**config.mk**
```make
export PLATFORM = sky130hd
export DESIGN_NAME = pid_leaky_integral_feedforward_flat
export DESIGN_NICKNAME = d
export VERILOG_FILES = /design/src/rtl/core/plif_pkg.sv /design/src/rtl/core/plif_ifs.sv /design/src/rtl/core/plif_cfg.sv /design/src/rtl/core/plif_div.sv /design/src/rtl/core/plif_dp.sv /design/src/rtl/core/plif_ctrl.sv /design/src/rtl/core/pid_leaky_integral_feedforward.sv /design/src/flat_wrapper.sv
export SDC_FILE = /design/constraint.sdc
export NUM_CORES = 2
export LEC_CHECK = 0
export BUFFER_PORTS_ARGS = -buffer_cell sky130_fd_sc_hd__buf_2
export CAP_MARGIN = 20
export CORE_MARGIN = 8
export CORE_UTILIZATION = 42
export CTS_CLUSTER_DIAMETER = 40
export DETAILED_ROUTE_END_ITERATION = 12
export SYNTH_ARGS = -nofsm -noshare
export SYNTH_HDL_FRONTEND = slang
export SYNTH_SLANG_ARGS = --single-unit
```
**constraint.sdc**
```tcl
create_clock -name clk -period 18.2 [get_ports clk]
set_input_delay 0.91 -clock clk [delete_from_list [all_inputs] [get_ports clk]]
set_output_delay 0.91 -clock clk [all_outputs]
set_load 0.02 [all_outputs]
```
**src/rtl/core/plif_pkg.sv**
```systemverilog
// ----------------------------------------------------------------------------
// plif_pkg
// Shared widths, codes, bundles and saturation helper of the leaky-integral
// PID controller with feedforward.
// ----------------------------------------------------------------------------
package plif_pkg;

	localparam int PLIF_FRAC_BITS = 16;

	localparam int DATA_W   = 32;
	localparam int DT_W     = 24;
	localparam int DECAY_W  = 16;
	localparam int ACC_W    = 48;
	localparam int OPND_W   = 33;
	localparam int PROD_W   = 2 * OPND_W;
	localparam int SUM_W    = PROD_W + 2;
	localparam int DIV_N_W  = 64;
	localparam int DIV_Q_W  = 32;
	localparam int DIV_D_W  = 24;
	localparam int NUM_REGS = 7;
	localparam int ADDR_W   = 5;
	localparam int APB_W    = 32;

	localparam logic [DECAY_W:0] DECAY_ONE = (DECAY_W + 1)'(1) << DECAY_W;

	// Multiplier operand selection.
	typedef logic [2:0] plif_msel_t;
	localparam plif_msel_t MS_NONE   = 3'd0;
	localparam plif_msel_t MS_ACC_HI = 3'd1;
	localparam plif_msel_t MS_ACC_LO = 3'd2;
	localparam plif_msel_t MS_ERR_DT = 3'd3;
	localparam plif_msel_t MS_KI     = 3'd4;
	localparam plif_msel_t MS_KD     = 3'd5;
	localparam plif_msel_t MS_KP     = 3'd6;
	localparam plif_msel_t MS_FF     = 3'd7;

	// Use of the registered product.
	typedef logic [2:0] plif_op_t;
	localparam plif_op_t OP_NONE       = 3'd0;
	localparam plif_op_t OP_SUM_LOAD   = 3'd1;
	localparam plif_op_t OP_SUM_ADD_LO = 3'd2;
	localparam plif_op_t OP_ACC        = 3'd3;
	localparam plif_op_t OP_BR_INIT    = 3'd4;
	localparam plif_op_t OP_BRACKET    = 3'd5;
	localparam plif_op_t OP_DRV_INIT   = 3'd6;
	localparam plif_op_t OP_DRIVE      = 3'd7;

	localparam logic DS_DERIV = 1'b0;
	localparam logic DS_INTEG = 1'b1;

	typedef struct packed {
		logic       load;
		logic       div_start;
		logic       div_sel;
		plif_msel_t mul_sel;
		plif_op_t   op;
	} plif_cmd_t;

	typedef struct packed {
		logic zero_step;
		logic div_busy;
		logic div_done;
		logic out_free;
	} plif_stat_t;

	typedef struct packed {
		logic signed [DATA_W-1:0] kp;
		logic signed [DATA_W-1:0] ki;
		logic signed [DATA_W-1:0] kd;
		logic signed [DATA_W-1:0] kff;
		logic [DECAY_W-1:0]       decay;
		logic                     ff_en;
		logic                     ctl_en;
	} plif_cfg_t;

	typedef struct packed {
		logic                    flag;
		logic signed [SUM_W-1:0] val;
	} plif_sat_t;

	// Clamp a wide signed value to a w-bit signed range and report the clip.
	function automatic plif_sat_t sat_to(input logic signed [SUM_W-1:0] x, input int w);
		logic signed [SUM_W-1:0] hi;
		logic signed [SUM_W-1:0] lo;
		plif_sat_t r;
		hi = $signed((SUM_W'(1) << (w - 1)) - SUM_W'(1));
		lo = ~hi;
		if (x > hi) begin
			r.flag = 1'b1;
			r.val  = hi;
		end else if (x < lo) begin
			r.flag = 1'b1;
			r.val  = lo;
		end else begin
			r.flag = 1'b0;
			r.val  = x;
		end
		return r;
	endfunction

endpackage

```
**src/rtl/core/plif_ifs.sv**
```systemverilog
// ----------------------------------------------------------------------------
// plif_ifs
// Valid/ready channels for the samples in and the controller results out.
// ----------------------------------------------------------------------------
interface plif_sample_if;
	import plif_pkg::*;
	logic                     valid;
	logic                     ready;
	logic signed [DATA_W-1:0] target;
	logic signed [DATA_W-1:0] measured;
	logic [DT_W-1:0]          time_step;

	modport source(output valid, target, measured, time_step, input ready);
	modport sink(input valid, target, measured, time_step, output ready);
endinterface

interface plif_result_if;
	import plif_pkg::*;
	logic                     valid;
	logic                     ready;
	logic signed [DATA_W-1:0] drive;
	logic                     saturated;
	logic                     zero_step;

	modport source(output valid, drive, saturated, zero_step, input ready);
	modport sink(input valid, drive, saturated, zero_step, output ready);
endinterface

```
**src/rtl/core/plif_cfg.sv**
```systemverilog
// ----------------------------------------------------------------------------
// plif_cfg
// APB register file holding gains, decay and enables; any write in the map
// requests a clear of the loop state.
// ----------------------------------------------------------------------------
module plif_cfg (
	input  logic                         clk,
	input  logic                         arst_n,
	input  logic                         psel,
	input  logic                         penable,
	input  logic                         pwrite,
	input  logic [plif_pkg::ADDR_W-1:0]  paddr,
	input  logic [plif_pkg::APB_W-1:0]   pwdata,
	output logic [plif_pkg::APB_W-1:0]   prdata,
	output logic                         pready,
	output plif_pkg::plif_cfg_t          cfg,
	output logic                         clr
);
	import plif_pkg::*;

	localparam int IDX_W = ADDR_W - 2;
	localparam logic [IDX_W-1:0] REG_KP     = IDX_W'(0);
	localparam logic [IDX_W-1:0] REG_KI     = IDX_W'(1);
	localparam logic [IDX_W-1:0] REG_KD     = IDX_W'(2);
	localparam logic [IDX_W-1:0] REG_KFF    = IDX_W'(3);
	localparam logic [IDX_W-1:0] REG_DECAY  = IDX_W'(4);
	localparam logic [IDX_W-1:0] REG_FF_EN  = IDX_W'(5);
	localparam logic [IDX_W-1:0] REG_CTL_EN = IDX_W'(6);

	plif_cfg_t        cfg_q;
	logic [IDX_W-1:0] idx;
	logic             wr;

	assign idx    = paddr[ADDR_W-1:2];
	assign wr     = psel && penable && pwrite;
	assign clr    = wr && (idx < IDX_W'(NUM_REGS));
	assign pready = 1'b1;
	assign cfg    = cfg_q;

	always_ff @(posedge clk or negedge arst_n) begin
		if (!arst_n) begin
			cfg_q.kp     <= '0;
			cfg_q.ki     <= '0;
			cfg_q.kd     <= '0;
			cfg_q.kff    <= '0;
			cfg_q.decay  <= '0;
			cfg_q.ff_en  <= 1'b0;
			cfg_q.ctl_en <= 1'b1;
		end else if (wr) begin
			case (idx)
				REG_KP:     cfg_q.kp     <= $signed(pwdata[DATA_W-1:0]);
				REG_KI:     cfg_q.ki     <= $signed(pwdata[DATA_W-1:0]);
				REG_KD:     cfg_q.kd     <= $signed(pwdata[DATA_W-1:0]);
				REG_KFF:    cfg_q.kff    <= $signed(pwdata[DATA_W-1:0]);
				REG_DECAY:  cfg_q.decay  <= pwdata[DECAY_W-1:0];
				REG_FF_EN:  cfg_q.ff_en  <= pwdata[0];
				REG_CTL_EN: cfg_q.ctl_en <= pwdata[0];
				default: ;
			endcase
		end
	end

	always_comb begin
		case (idx)
			REG_KP:     prdata = APB_W'(cfg_q.kp);
			REG_KI:     prdata = APB_W'(cfg_q.ki);
			REG_KD:     prdata = APB_W'(cfg_q.kd);
			REG_KFF:    prdata = APB_W'(cfg_q.kff);
			REG_DECAY:  prdata = APB_W'(cfg_q.decay);
			REG_FF_EN:  prdata = APB_W'(cfg_q.ff_en);
			REG_CTL_EN: prdata = APB_W'(cfg_q.ctl_en);
			default:    prdata = '0;
		endcase
	end

endmodule

```
**src/rtl/core/plif_div.sv**
```systemverilog
// ----------------------------------------------------------------------------
// plif_div
// Radix-4 restoring divider for unsigned magnitudes with a 32-bit quotient
// and an overflow flag for quotients that do not fit.
// ----------------------------------------------------------------------------
module plif_div (
	input  logic                          clk,
	input  logic                          arst_n,
	input  logic                          start,
	input  logic [plif_pkg::DIV_N_W-1:0]  numer,
	input  logic [plif_pkg::DIV_D_W-1:0]  denom,
	output logic                          busy,
	output logic                          done,
	output logic                          ovf,
	output logic [plif_pkg::DIV_Q_W-1:0]  quot
);
	import plif_pkg::*;

	localparam int STEPS = DIV_Q_W / 2;
	localparam int CNT_W = $clog2(STEPS + 1);

	logic [DIV_D_W-1:0] rem_q;
	logic [DIV_D_W-1:0] den_q;
	logic [DIV_Q_W-1:0] low_q;
	logic [DIV_Q_W-1:0] quot_q;
	logic [CNT_W-1:0]   cnt_q;
	logic               done_q;
	logic               ovf_q;

	logic [DIV_D_W:0]   t1;
	logic [DIV_D_W:0]   t2;
	logic [DIV_D_W-1:0] r1;
	logic [DIV_D_W-1:0] r2;
	logic               b1;
	logic               b2;

	// Two quotient bits per cycle; the partial remainder stays below the divisor
	// whenever the quotient does not overflow, so it fits the divisor width.
	always_comb begin
		t1 = {rem_q, low_q[DIV_Q_W-1]};
		b1 = t1 >= {1'b0, den_q};
		r1 = b1 ? DIV_D_W'(t1 - {1'b0, den_q}) : t1[DIV_D_W-1:0];
		t2 = {r1, low_q[DIV_Q_W-2]};
		b2 = t2 >= {1'b0, den_q};
		r2 = b2 ? DIV_D_W'(t2 - {1'b0, den_q}) : t2[DIV_D_W-1:0];
	end

	always_ff @(posedge clk or negedge arst_n) begin
		if (!arst_n) begin
			cnt_q  <= '0;
			done_q <= 1'b0;
		end else if (start) begin
			cnt_q  <= CNT_W'(STEPS);
			done_q <= 1'b0;
		end else if (cnt_q != '0) begin
			cnt_q  <= cnt_q - CNT_W'(1);
			done_q <= (cnt_q == CNT_W'(1));
		end else begin
			done_q <= 1'b0;
		end
	end

	always_ff @(posedge clk) begin
		if (start) begin
			// A high half at or above the divisor means the quotient needs more
			// than 32 bits.
			rem_q  <= numer[DIV_Q_W +: DIV_D_W];
			low_q  <= numer[DIV_Q_W-1:0];
			den_q  <= denom;
			ovf_q  <= numer[DIV_N_W-1:DIV_Q_W] >= (DIV_N_W - DIV_Q_W)'(denom);
			quot_q <= '0;
		end else if (cnt_q != '0) begin
			rem_q  <= r2;
			low_q  <= low_q << 2;
			quot_q <= {quot_q[DIV_Q_W-3:0], b1, b2};
		end
	end

	assign busy = (cnt_q != '0);
	assign done = done_q;
	assign ovf  = ovf_q;
	assign quot = quot_q;

endmodule

```
**src/rtl/core/plif_dp.sv**
```systemverilog
// ----------------------------------------------------------------------------
// plif_dp
// Datapath: error and state registers, one shared 33x33 multiplier, the
// divider, the running sum with clamps and the result register.
// ----------------------------------------------------------------------------
module plif_dp #(
	parameter int FRAC_BITS = plif_pkg::PLIF_FRAC_BITS
) (
	input  logic                                clk,
	input  logic                                arst_n,
	input  plif_pkg::plif_cmd_t                 cmd,
	output plif_pkg::plif_stat_t                stat,
	input  plif_pkg::plif_cfg_t                 cfg,
	input  logic                                clr,
	input  logic signed [plif_pkg::DATA_W-1:0]  target,
	input  logic signed [plif_pkg::DATA_W-1:0]  measured,
	input  logic [plif_pkg::DT_W-1:0]           time_step,
	output logic                                out_valid,
	input  logic                                out_ready,
	output logic signed [plif_pkg::DATA_W-1:0]  out_drive,
	output logic                                out_saturated,
	output logic                                out_zero_step
);
	import plif_pkg::*;

	function automatic logic signed [SUM_W-1:0] ext_prod(input logic signed [PROD_W-1:0] p);
		return {{(SUM_W - PROD_W){p[PROD_W-1]}}, p};
	endfunction

	// Item and loop state.
	logic signed [DATA_W-1:0] target_q;
	logic signed [DATA_W-1:0] err_q;
	logic signed [DATA_W-1:0] last_err_q;
	logic [DT_W-1:0]          dt_q;
	logic                     zstep_q;
	logic                     sat_q;
	logic signed [ACC_W-1:0]  acc_q;
	logic signed [DATA_W-1:0] deriv_q;
	logic signed [DATA_W-1:0] integ_q;
	logic signed [DATA_W-1:0] bracket_q;
	logic signed [PROD_W-1:0] prod_q;
	logic signed [SUM_W-1:0]  sum_q;
	logic                     div_sel_q;
	logic                     div_neg_q;

	logic                     out_valid_q;
	logic signed [DATA_W-1:0] drive_q;
	logic                     out_sat_q;
	logic                     out_zstep_q;

	// Combinational terms.
	plif_sat_t                err_sat;
	logic signed [OPND_W-1:0] mul_a;
	logic signed [OPND_W-1:0] mul_b;
	logic signed [PROD_W-1:0] prod_shr_f;
	logic signed [PROD_W-1:0] prod_shr_d;
	logic signed [SUM_W-1:0]  prod_f;
	logic signed [SUM_W-1:0]  prod_d;
	logic signed [SUM_W-1:0]  acc_sum;
	logic signed [SUM_W-1:0]  drv_sum;
	plif_sat_t                acc_sat;
	plif_sat_t                br_sat;
	plif_sat_t                drv_sat;
	logic                     op_flag;

	logic signed [OPND_W-1:0] d_diff;
	logic [OPND_W-1:0]        d_abs;
	logic signed [ACC_W:0]    a_ext;
	logic [ACC_W:0]           a_abs;
	logic [DECAY_W:0]         leak;
	logic [DIV_N_W-1:0]       div_numer;
	logic [DIV_D_W-1:0]       div_denom;
	logic                     div_neg;

	logic                     div_busy;
	logic                     div_done;
	logic                     div_ovf;
	logic [DIV_Q_W-1:0]       div_quot;
	logic signed [SUM_W-1:0]  q_ext;
	logic signed [SUM_W-1:0]  q_signed;
	plif_sat_t                q_sat;

	assign err_sat = sat_to(ext_prod(PROD_W'($signed({target[DATA_W-1], target})
		- $signed({measured[DATA_W-1], measured}))), DATA_W);

	// Divider operands: the error difference over the time step, or the accumulator
	// scaled by one over the leak.
	always_comb begin
		d_diff    = $signed({err_q[DATA_W-1], err_q}) - $signed({last_err_q[DATA_W-1], last_err_q});
		d_abs     = d_diff[OPND_W-1] ? OPND_W'(-d_diff) : OPND_W'(d_diff);
		a_ext     = {acc_q[ACC_W-1], acc_q};
		a_abs     = a_ext[ACC_W] ? (ACC_W + 1)'(-a_ext) : (ACC_W + 1)'(a_ext);
		leak      = DECAY_ONE - {1'b0, cfg.decay};
		if (cmd.div_sel == DS_INTEG) begin
			div_numer = DIV_N_W'(a_abs[ACC_W-1:0]) << DECAY_W;
			div_denom = DIV_D_W'(leak);
			div_neg   = a_ext[ACC_W];
		end else begin
			div_numer = DIV_N_W'(d_abs[DATA_W-1:0]) << FRAC_BITS;
			div_denom = dt_q;
			div_neg   = d_diff[OPND_W-1];
		end
	end

	plif_div u_div (
		.clk    (clk),
		.arst_n (arst_n),
		.start  (cmd.div_start),
		.numer  (div_numer),
		.denom  (div_denom),
		.busy   (div_busy),
		.done   (div_done),
		.ovf    (div_ovf),
		.quot   (div_quot)
	);

	// An overflowing quotient is replaced by a value that clamps either way.
	always_comb begin
		q_ext    = div_ovf ? (SUM_W'(1) << DIV_Q_W) : SUM_W'(div_quot);
		q_signed = div_neg_q ? -q_ext : q_ext;
		q_sat    = sat_to(q_signed, DATA_W);
	end

	always_comb begin
		case (cmd.mul_sel)
			MS_ACC_HI: begin
				mul_a = {acc_q[ACC_W-1], acc_q[ACC_W-1:DECAY_W]};
				mul_b = OPND_W'(cfg.decay);
			end
			MS_ACC_LO: begin
				mul_a = OPND_W'(acc_q[DECAY_W-1:0]);
				mul_b = OPND_W'(cfg.decay);
			end
			MS_ERR_DT: begin
				mul_a = {err_q[DATA_W-1], err_q};
				mul_b = OPND_W'(dt_q);
			end
			MS_KI: begin
				mul_a = {cfg.ki[DATA_W-1], cfg.ki};
				mul_b = {integ_q[DATA_W-1], integ_q};
			end
			MS_KD: begin
				mul_a = {cfg.kd[DATA_W-1], cfg.kd};
				mul_b = {deriv_q[DATA_W-1], deriv_q};
			end
			MS_KP: begin
				mul_a = {cfg.kp[DATA_W-1], cfg.kp};
				mul_b = {bracket_q[DATA_W-1], bracket_q};
			end
			MS_FF: begin
				mul_a = {target_q[DATA_W-1], target_q};
				mul_b = {cfg.kff[DATA_W-1], cfg.kff};
			end
			default: begin
				mul_a = '0;
				mul_b = '0;
			end
		endcase
	end

	always_comb begin
		prod_shr_f = prod_q >>> FRAC_BITS;
		prod_shr_d = prod_q >>> DECAY_W;
		prod_f     = ext_prod(prod_shr_f);
		prod_d     = ext_prod(prod_shr_d);
		acc_sum    = sum_q + prod_f;
		drv_sum    = cfg.ff_en ? (sum_q + prod_f) : sum_q;
		acc_sat    = sat_to(acc_sum, ACC_W);
		br_sat     = sat_to(acc_sum, DATA_W);
		drv_sat    = sat_to(drv_sum, DATA_W);
		case (cmd.op)
			OP_ACC:     op_flag = acc_sat.flag;
			OP_BRACKET: op_flag = br_sat.flag;
			OP_DRIVE:   op_flag = drv_sat.flag;
			default:    op_flag = 1'b0;
		endcase
	end

	always_ff @(posedge clk) begin
		if (cmd.mul_sel != MS_NONE) begin
			prod_q <= mul_a * mul_b;
		end
		case (cmd.op)
			OP_SUM_LOAD:   sum_q <= ext_prod(prod_q);
			OP_SUM_ADD_LO: sum_q <= sum_q + prod_d;
			OP_BR_INIT:    sum_q <= ext_prod(PROD_W'(err_q)) + prod_f;
			OP_DRV_INIT:   sum_q <= prod_f;
			default: ;
		endcase
		if (cmd.op == OP_BRACKET) begin
			bracket_q <= br_sat.val[DATA_W-1:0];
		end
		if (cmd.div_start) begin
			div_sel_q <= cmd.div_sel;
			div_neg_q <= div_neg;
		end
		if (cmd.load) begin
			target_q <= target;
			err_q    <= err_sat.val[DATA_W-1:0];
			dt_q     <= time_step;
			zstep_q  <= (time_step == '0);
			sat_q    <= err_sat.flag;
			deriv_q  <= '0;
		end else begin
			sat_q <= sat_q | op_flag | (div_done & q_sat.flag);
			if (div_done) begin
				if (div_sel_q == DS_INTEG) begin
					integ_q <= q_sat.val[DATA_W-1:0];
				end else begin
					deriv_q <= q_sat.val[DATA_W-1:0];
				end
			end
		end
		if (cmd.op == OP_DRIVE) begin
			drive_q     <= cfg.ctl_en ? drv_sat.val[DATA_W-1:0] : target_q;
			out_sat_q   <= sat_q | drv_sat.flag;
			out_zstep_q <= zstep_q;
		end
	end

	// Loop state: cleared by reset and by any register write.
	always_ff @(posedge clk or negedge arst_n) begin
		if (!arst_n) begin
			acc_q      <= '0;
			last_err_q <= '0;
		end else if (clr) begin
			acc_q      <= '0;
			last_err_q <= '0;
		end else begin
			if (cmd.op == OP_ACC) begin
				acc_q <= acc_sat.val[ACC_W-1:0];
			end
			if (cmd.op == OP_DRIVE) begin
				last_err_q <= err_q;
			end
		end
	end

	always_ff @(posedge clk or negedge arst_n) begin
		if (!arst_n) begin
			out_valid_q <= 1'b0;
		end else if (cmd.op == OP_DRIVE) begin
			out_valid_q <= 1'b1;
		end else if (out_ready) begin
			out_valid_q <= 1'b0;
		end
	end

	assign out_valid     = out_valid_q;
	assign out_drive     = drive_q;
	assign out_saturated = out_sat_q;
	assign out_zero_step = out_zstep_q;

	assign stat.zero_step = zstep_q;
	assign stat.div_busy  = div_busy;
	assign stat.div_done  = div_done;
	assign stat.out_free  = !out_valid_q || out_ready;

endmodule

```
**src/rtl/core/plif_ctrl.sv**
```systemverilog
// ----------------------------------------------------------------------------
// plif_ctrl
// Sequencer that walks one sample through the divider and the shared
// multiplier and hands the result to the output register.
// ----------------------------------------------------------------------------
module plif_ctrl (
	input  logic                 clk,
	input  logic                 arst_n,
	input  logic                 in_valid,
	output logic                 in_ready,
	input  plif_pkg::plif_stat_t stat,
	output plif_pkg::plif_cmd_t  cmd
);
	import plif_pkg::*;

	localparam logic [3:0] ST_IDLE    = 4'd0;
	localparam logic [3:0] ST_DIV_D   = 4'd1;
	localparam logic [3:0] ST_WAIT_D  = 4'd2;
	localparam logic [3:0] ST_MUL_AH  = 4'd3;
	localparam logic [3:0] ST_MUL_AL  = 4'd4;
	localparam logic [3:0] ST_MUL_ED  = 4'd5;
	localparam logic [3:0] ST_ACC     = 4'd6;
	localparam logic [3:0] ST_DIV_I   = 4'd7;
	localparam logic [3:0] ST_WAIT_I  = 4'd8;
	localparam logic [3:0] ST_MUL_KI  = 4'd9;
	localparam logic [3:0] ST_MUL_KD  = 4'd10;
	localparam logic [3:0] ST_BRACKET = 4'd11;
	localparam logic [3:0] ST_MUL_KP  = 4'd12;
	localparam logic [3:0] ST_MUL_FF  = 4'd13;
	localparam logic [3:0] ST_DRIVE   = 4'd14;

	logic [3:0] state_q;
	logic [3:0] state_d;

	assign in_ready = (state_q == ST_IDLE);

	always_comb begin
		state_d       = state_q;
		cmd.load      = 1'b0;
		cmd.div_start = 1'b0;
		cmd.div_sel   = DS_DERIV;
		cmd.mul_sel   = MS_NONE;
		cmd.op        = OP_NONE;
		case (state_q)
			ST_IDLE: begin
				if (in_valid) begin
					cmd.load = 1'b1;
					state_d  = ST_DIV_D;
				end
			end
			ST_DIV_D: begin
				// With a zero time step the derivative stays at zero.
				if (stat.zero_step) begin
					state_d = ST_MUL_AH;
				end else begin
					cmd.div_start = 1'b1;
					state_d       = ST_WAIT_D;
				end
			end
			ST_WAIT_D: begin
				if (stat.div_done) begin
					state_d = ST_MUL_AH;
				end
			end
			ST_MUL_AH: begin
				cmd.mul_sel = MS_ACC_HI;
				state_d     = ST_MUL_AL;
			end
			ST_MUL_AL: begin
				cmd.mul_sel = MS_ACC_LO;
				cmd.op      = OP_SUM_LOAD;
				state_d     = ST_MUL_ED;
			end
			ST_MUL_ED: begin
				cmd.mul_sel = MS_ERR_DT;
				cmd.op      = OP_SUM_ADD_LO;
				state_d     = ST_ACC;
			end
			ST_ACC: begin
				cmd.op  = OP_ACC;
				state_d = ST_DIV_I;
			end
			ST_DIV_I: begin
				cmd.div_start = 1'b1;
				cmd.div_sel   = DS_INTEG;
				state_d       = ST_WAIT_I;
			end
			ST_WAIT_I: begin
				if (stat.div_done) begin
					state_d = ST_MUL_KI;
				end
			end
			ST_MUL_KI: begin
				cmd.mul_sel = MS_KI;
				state_d     = ST_MUL_KD;
			end
			ST_MUL_KD: begin
				cmd.mul_sel = MS_KD;
				cmd.op      = OP_BR_INIT;
				state_d     = ST_BRACKET;
			end
			ST_BRACKET: begin
				cmd.op  = OP_BRACKET;
				state_d = ST_MUL_KP;
			end
			ST_MUL_KP: begin
				cmd.mul_sel = MS_KP;
				state_d     = ST_MUL_FF;
			end
			ST_MUL_FF: begin
				cmd.mul_sel = MS_FF;
				cmd.op      = OP_DRV_INIT;
				state_d     = ST_DRIVE;
			end
			ST_DRIVE: begin
				if (stat.out_free) begin
					cmd.op  = OP_DRIVE;
					state_d = ST_IDLE;
				end
			end
			default: begin
				state_d = ST_IDLE;
			end
		endcase
	end

	always_ff @(posedge clk or negedge arst_n) begin
		if (!arst_n) begin
			state_q <= ST_IDLE;
		end else begin
			state_q <= state_d;
		end
	end

endmodule

```
**src/rtl/core/pid_leaky_integral_feedforward.sv**
```systemverilog
// ----------------------------------------------------------------------------
// pid_leaky_integral_feedforward
// PID controller with a leaky, normalized integral and setpoint feedforward.
// ----------------------------------------------------------------------------
// One sample is worked on at a time. The input opens again once the result
// register of the sample has been loaded. Each sample passes through the
// radix-4 divider twice (derivative and normalized integral; once when
// time_step is zero) and through the single shared multiplier for seven
// products. The result register lets a finished result wait while the next
// sample is taken in.
// Writing any register clears the stored error and the integral accumulator;
// registers are meant to be written only while no sample is in flight.
module pid_leaky_integral_feedforward #(
	parameter int FRAC_BITS = plif_pkg::PLIF_FRAC_BITS
) (
	input  logic                        clk,
	input  logic                        arst_n,
	input  logic                        psel,
	input  logic                        penable,
	input  logic                        pwrite,
	input  logic [plif_pkg::ADDR_W-1:0] paddr,
	input  logic [plif_pkg::APB_W-1:0]  pwdata,
	output logic [plif_pkg::APB_W-1:0]  prdata,
	output logic                        pready,
	plif_sample_if.sink                 sample,
	plif_result_if.source               result
);
	import plif_pkg::*;

	plif_cfg_t  cfg;
	logic       clr;
	plif_cmd_t  cmd;
	plif_stat_t stat;

	plif_cfg u_cfg (
		.clk     (clk),
		.arst_n  (arst_n),
		.psel    (psel),
		.penable (penable),
		.pwrite  (pwrite),
		.paddr   (paddr),
		.pwdata  (pwdata),
		.prdata  (prdata),
		.pready  (pready),
		.cfg     (cfg),
		.clr     (clr)
	);

	plif_ctrl u_ctrl (
		.clk      (clk),
		.arst_n   (arst_n),
		.in_valid (sample.valid),
		.in_ready (sample.ready),
		.stat     (stat),
		.cmd      (cmd)
	);

	plif_dp #(
		.FRAC_BITS (FRAC_BITS)
	) u_dp (
		.clk           (clk),
		.arst_n        (arst_n),
		.cmd           (cmd),
		.stat          (stat),
		.cfg           (cfg),
		.clr           (clr),
		.target        (sample.target),
		.measured      (sample.measured),
		.time_step     (sample.time_step),
		.out_valid     (result.valid),
		.out_ready     (result.ready),
		.out_drive     (result.drive),
		.out_saturated (result.saturated),
		.out_zero_step (result.zero_step)
	);

	// A transfer in starts the sequence, so the input closes right after it.
	a_single_item: assert property (@(posedge clk) disable iff (!arst_n)
		sample.valid && sample.ready |=> !sample.ready)
		else $error("input still open after a transfer");

	a_div_not_idle: assert property (@(posedge clk) disable iff (!arst_n)
		stat.div_busy |-> !sample.ready)
		else $error("divider busy while the input is open");

	a_div_runs: assert property (@(posedge clk) disable iff (!arst_n)
		cmd.div_start |=> stat.div_busy)
		else $error("divider did not start");

	a_result_slot: assert property (@(posedge clk) disable iff (!arst_n)
		cmd.op == OP_DRIVE |-> stat.out_free)
		else $error("result written over one still waiting");

endmodule
```
**src/flat_wrapper.sv**
```systemverilog
// flat-port wrapper written by rule: the top's interface ports become plain ports
module pid_leaky_integral_feedforward_flat import plif_pkg::*;
#(
	parameter int FRAC_BITS = plif_pkg::PLIF_FRAC_BITS
)
  (clk, arst_n, psel, penable, pwrite, paddr, pwdata, prdata, pready, sample_valid, sample_target, sample_measured, sample_time_step, sample_ready, result_valid, result_drive, result_saturated, result_zero_step, result_ready);
  plif_sample_if sample_i ();
  plif_result_if result_i ();
  input  logic clk;
  input  logic arst_n;
  input  logic psel;
  input  logic penable;
  input  logic pwrite;
  input  logic [plif_pkg::ADDR_W-1:0] paddr;
  input  logic [plif_pkg::APB_W-1:0] pwdata;
  output logic [plif_pkg::APB_W-1:0] prdata;
  output logic pready;
  input wire logic [$bits(sample_i.valid)-1:0] sample_valid;
  input wire logic [$bits(sample_i.target)-1:0] sample_target;
  input wire logic [$bits(sample_i.measured)-1:0] sample_measured;
  input wire logic [$bits(sample_i.time_step)-1:0] sample_time_step;
  output wire logic [$bits(sample_i.ready)-1:0] sample_ready;
  output wire logic [$bits(result_i.valid)-1:0] result_valid;
  output wire logic [$bits(result_i.drive)-1:0] result_drive;
  output wire logic [$bits(result_i.saturated)-1:0] result_saturated;
  output wire logic [$bits(result_i.zero_step)-1:0] result_zero_step;
  input wire logic [$bits(result_i.ready)-1:0] result_ready;
  assign sample_i.valid = sample_valid;
  assign sample_i.target = sample_target;
  assign sample_i.measured = sample_measured;
  assign sample_i.time_step = sample_time_step;
  assign sample_ready = sample_i.ready;
  assign result_valid = result_i.valid;
  assign result_drive = result_i.drive;
  assign result_saturated = result_i.saturated;
  assign result_zero_step = result_i.zero_step;
  assign result_i.ready = result_ready;
  pid_leaky_integral_feedforward #(.FRAC_BITS(FRAC_BITS)) u_core (.clk(clk), .arst_n(arst_n), .psel(psel), .penable(penable), .pwrite(pwrite), .paddr(paddr), .pwdata(pwdata), .prdata(prdata), .pready(pready), .sample(sample_i), .result(result_i));
endmodule
```
==> summary.md <==
| Metric | Value |
|---|---|
| Outcome | finished, final reports clean |
| Most common cell on crit path | fa_1 |
| Area of the core | between 200000 and 250000 sq um |
| Syn nets | roughly 11k |
| Startpoint Class | flip-flop |
| Final Net Count | between 10k and 15k |
| Clock skew | about 0.045 ns |
| Switching share of power | 56.1% |
| CTS sink count | 690 |
| TritonRoute pass-1 iters | 9 |
| Overflow after GRT | 0 |
| DR vias/cell | between 5 and 6 |
| CTS tree | built |
| Clock share of power | a little over an eighth |
| Post-synth EDFFs | 388 |
| Cell taking the most area after synthesis | fa_1 |
| Sw power | around 11000 uW |
| Synth top area share | between 20% and 30% |
| IO Port Bufs | just under 200 |
| Filler cell count | 19.3k |
| Vias in the first global route | approximately 74k |
| RSZ-0062 raised after global routing | false |
| Critical-path top delay cell | a222oi_1 |
| Post-CTS Hold Fix Bufs | 0 |
| Final antenna-violating net count | 0 |
| H-tree level count | 4 |
| Crit share post-route | approximately two thirds |
| Pleak | roughly 0.044 uW |
| WP data required | around 19 ns |
| TritonCTS buffer count | roughly 140 |
| Die width | 466 um |
| Max Cap Viol | 0 |
| Num ports | between 200 and 250 |
| Final wirelength | approximately 340 mm |
| Final setup viols | 0 |
| Synthesis-stage register bit count | slightly below 700 |
| Post-synth ARST share | 34.3% |
| Syn avg cell area | roughly 9.0 sq um |
| Clock slew at reported path FFs | around 0.05 ns |
| Syn. warnings | 0 |
| Power Internal | approximately 8700 uW |
| Worst slack at placement | 6.34 ns |
| WP buf/inv | 4 |
| Max Buffers Root-to-Sink | 3 |
| Critical path arrival | between 10 and 15 ns |
| Total negative slack | 0 ns |
| Setup WS post-layout | 5.97 ns |
| Top delay family on crit path | compound AO/OA/AOI/OAI gates |
| # rows | roughly 170 |
| Max Clock Freq | between 0.08 and 0.09 GHz |
| Top cells by area in the synthesized netlist | fa_1 (27%), edfxtp_1 (14%), ha_1 (7.0%) |
| Register area share after synthesis | 22.2% |
| Synth unique cells | roughly 110 |
| Final number of hold-violating endpoints | 0 |
| Slew @ Worst Pin | ~1.4 ns |
| Die area | between 200000 and 250000 sq um |
| Area Overhead vs Synth | 10.6% |
| Post-CTS Setup Bufs | 0 |
| Wire per inst | 27.6 um |
| Hold Path Class | in2async |
| Initial antenna violation count | 38 |
| Slew Limit Fails | 0 |
| Area of the mapped netlist | around 85000 sq um |
| First-pass GRT wire length | 496 mm |
| Slew headroom | under 10% |
| Critical path class | reg2reg |
| Total GRT Usage | 30.8% |
| Cells after Synth | roughly 9.5k |
| Worst Path Max Fanout | 34 |
| Flop pwr share | approximately 17% |
| Largest net degree at the start of global routing | 90 |
| Fin crit period | ~12 ns |
| Residual DRC | 0 |
| Post-synth top cells | inv_1 (1451), nand2_1 (1170), fa_1 (1129) |
| CTS resizes | 0 |
| 1st-iter DRT viols | around 8.4k |
| Pwr dens | around 210 nW/um^2 |
| Comb power frac | 70.2% |
| CTS root buf | clkbuf_16 |
| Gpl congestion | between 0.9 and 1 |
| Share of layout cells above drive strength 1 | 9.78% |
| Post-DP HPWL | 261 mm |
| Max IR drop VDD | roughly 0.15 mV |
| Crit. End Element | flip-flop |
| Most numerous cell in the Yosys netlist | inv_1 |
| CP peak stage delay | approximately 1.2 ns |
| Starting Density | about 42% |
| Clock insertion delay at the later pin of the skew report | between 0.7 and 0.8 ns |
| Die Span Y | 466 um |
| Via count | between 70k and 80k |
| Top_reg_cell synth | edfxtp_1 |
placed cells by master (no fill, tap or decap), drive strengths merged, types with 125 or more instances in the layout:
cell	n
edfxtp	388
ha	477
fa	1129
o21ai	416
nor2	874
mux2	165
dfrtp	236
a22oi	125
xnor2	220
buf	399
a21o	163
nor3	164
a21oi	532
clkbuf	161
nand2	1172
inv	1484
path summary, 6_finish.rpt:
path,slack (ns),endpoint,cells past startpoint,from
setup / recovery,5.97,u_core.u_dp.prod_q[55],32,u_core.u_ctrl.state_q[0]
min in group clk,0.33,u_core.u_dp.dt_q[19],1,sample_time_step[19]
hold reg to reg,0.46,u_core.u_dp.deriv_q[21],2,u_core.u_dp.deriv_q[21]
setup reg to reg,5.97,u_core.u_dp.prod_q[55],32,u_core.u_ctrl.state_q[0]
hold / removal,0.14,u_core.u_dp.last_err_q[12],1,arst_n
max in group asynchronous,16.08,u_core.u_cfg.cfg[1],3,arst_n
power by group through the flow:
| stage | Combinational, uW | Clock, uW | Sequential (uW) |
|---|---|---|---|
| after detailed placement | 13600 | 0 | 3290 |
| after global placement | 13400 | 0 | 3290 |
| after global routing | 15000 | 2690 | 3320 |
| after CTS | 13700 | 2610 | 3270 |
| after floorplan | 9080 | 0 | 2870 |
| final | 13900 | 2590 | 3320 |
cell type report:
class | count | area, sq um | share of cell area, %
inverters | 1454 | 5460 | 5.80
well taps | 2672 | 3340 | 3.55
repair buffers | 399 | 2560 | 2.72
flip-flops and latches | 690 | 18900 | 20.1
diodes | 25 | 62.6 | 0.0664
multi-input cells | 6849 | 59100 | 62.8
clock inverters | 93 | 1010 | 1.07
clock buffers | 161 | 3730 | 3.96
sequential cells by signal, summed over array words and instances (netlist names), 24 cells and up:
name and cells:
u_core.u_cfg.cfg 146, u_core.u_dp.sum_q 68, u_core.u_dp.prod_q 66, u_core.u_dp.acc_q 48
u_core.u_dp.bracket_q 32, u_core.u_dp.deriv_q 32, u_core.u_dp.err_q 32, u_core.u_dp.integ_q 32
u_core.u_dp.last_err_q 32, u_core.u_dp.out_drive 32, u_core.u_dp.target_q 32, u_core.u_dp.u_div.quot 32
u_core.u_dp.dt_q 24, u_core.u_dp.u_div.den_q 24, u_core.u_dp.u_div.rem_q 24
worst register-to-register path, delay by kind of cell, from the launching register on:
family                     cells  cell delay [ns]
DFF                            1             0.55
buffers and inverters          4             0.49
adders and majority gates      9             4.31
and+or+nand+nor                5             2.11
AOI/OAI and AO/OA             13             4.41
xor gates and xnor gates       1             0.08
metrics by stage:
stage / utilization (%) / hold slack, ns / cell area (sq um) / cells / power, uW
global route: 46.7 / 0.206 / 94100 / 12300 / 21000
detailed placement: 44.3 / 0.450 / 89300 / 12100 / 16900
finish: 46.7 / 0.140 / 94200 / 12300 / 19800
global placement: 44.3 / 0.442 / 89300 / 12100 / 16700
CTS: 46.6 / 0.155 / 94000 / 12300 / 19600
floorplan: - / 0.436 / 85100 / 9476 / 12000
layer usage:
| layer | track usage (%) | vias up | part of all wire [%] |
|---|---|---|---|
| met3 | 6.99 | 1063 | 9.7 |
| met5 | 0 | - | 0.020 |
| li1 | - | 31700 | - |
| met4 | 22.3 | 12 | 9.0 |
| met2 | 46.7 | 4063 | 43 |
| met1 | 38.6 | 37100 | 38 |
cells by family (layout without fill, tap and decap cells):
group,after synthesis,in the layout,share of synthesized area (%)
flops,690,690,22.2
compound gates,1848,1848,14.3
buf+inv,1937,2107,8.63
simple gates,2829,2829,14.6
other cells,1,26,0.00441
fa+ha+maj,1609,1609,33.6
xor+xnor,331,331,3.41
mux,231,231,3.18
Power figures use the tool's default switching activity.
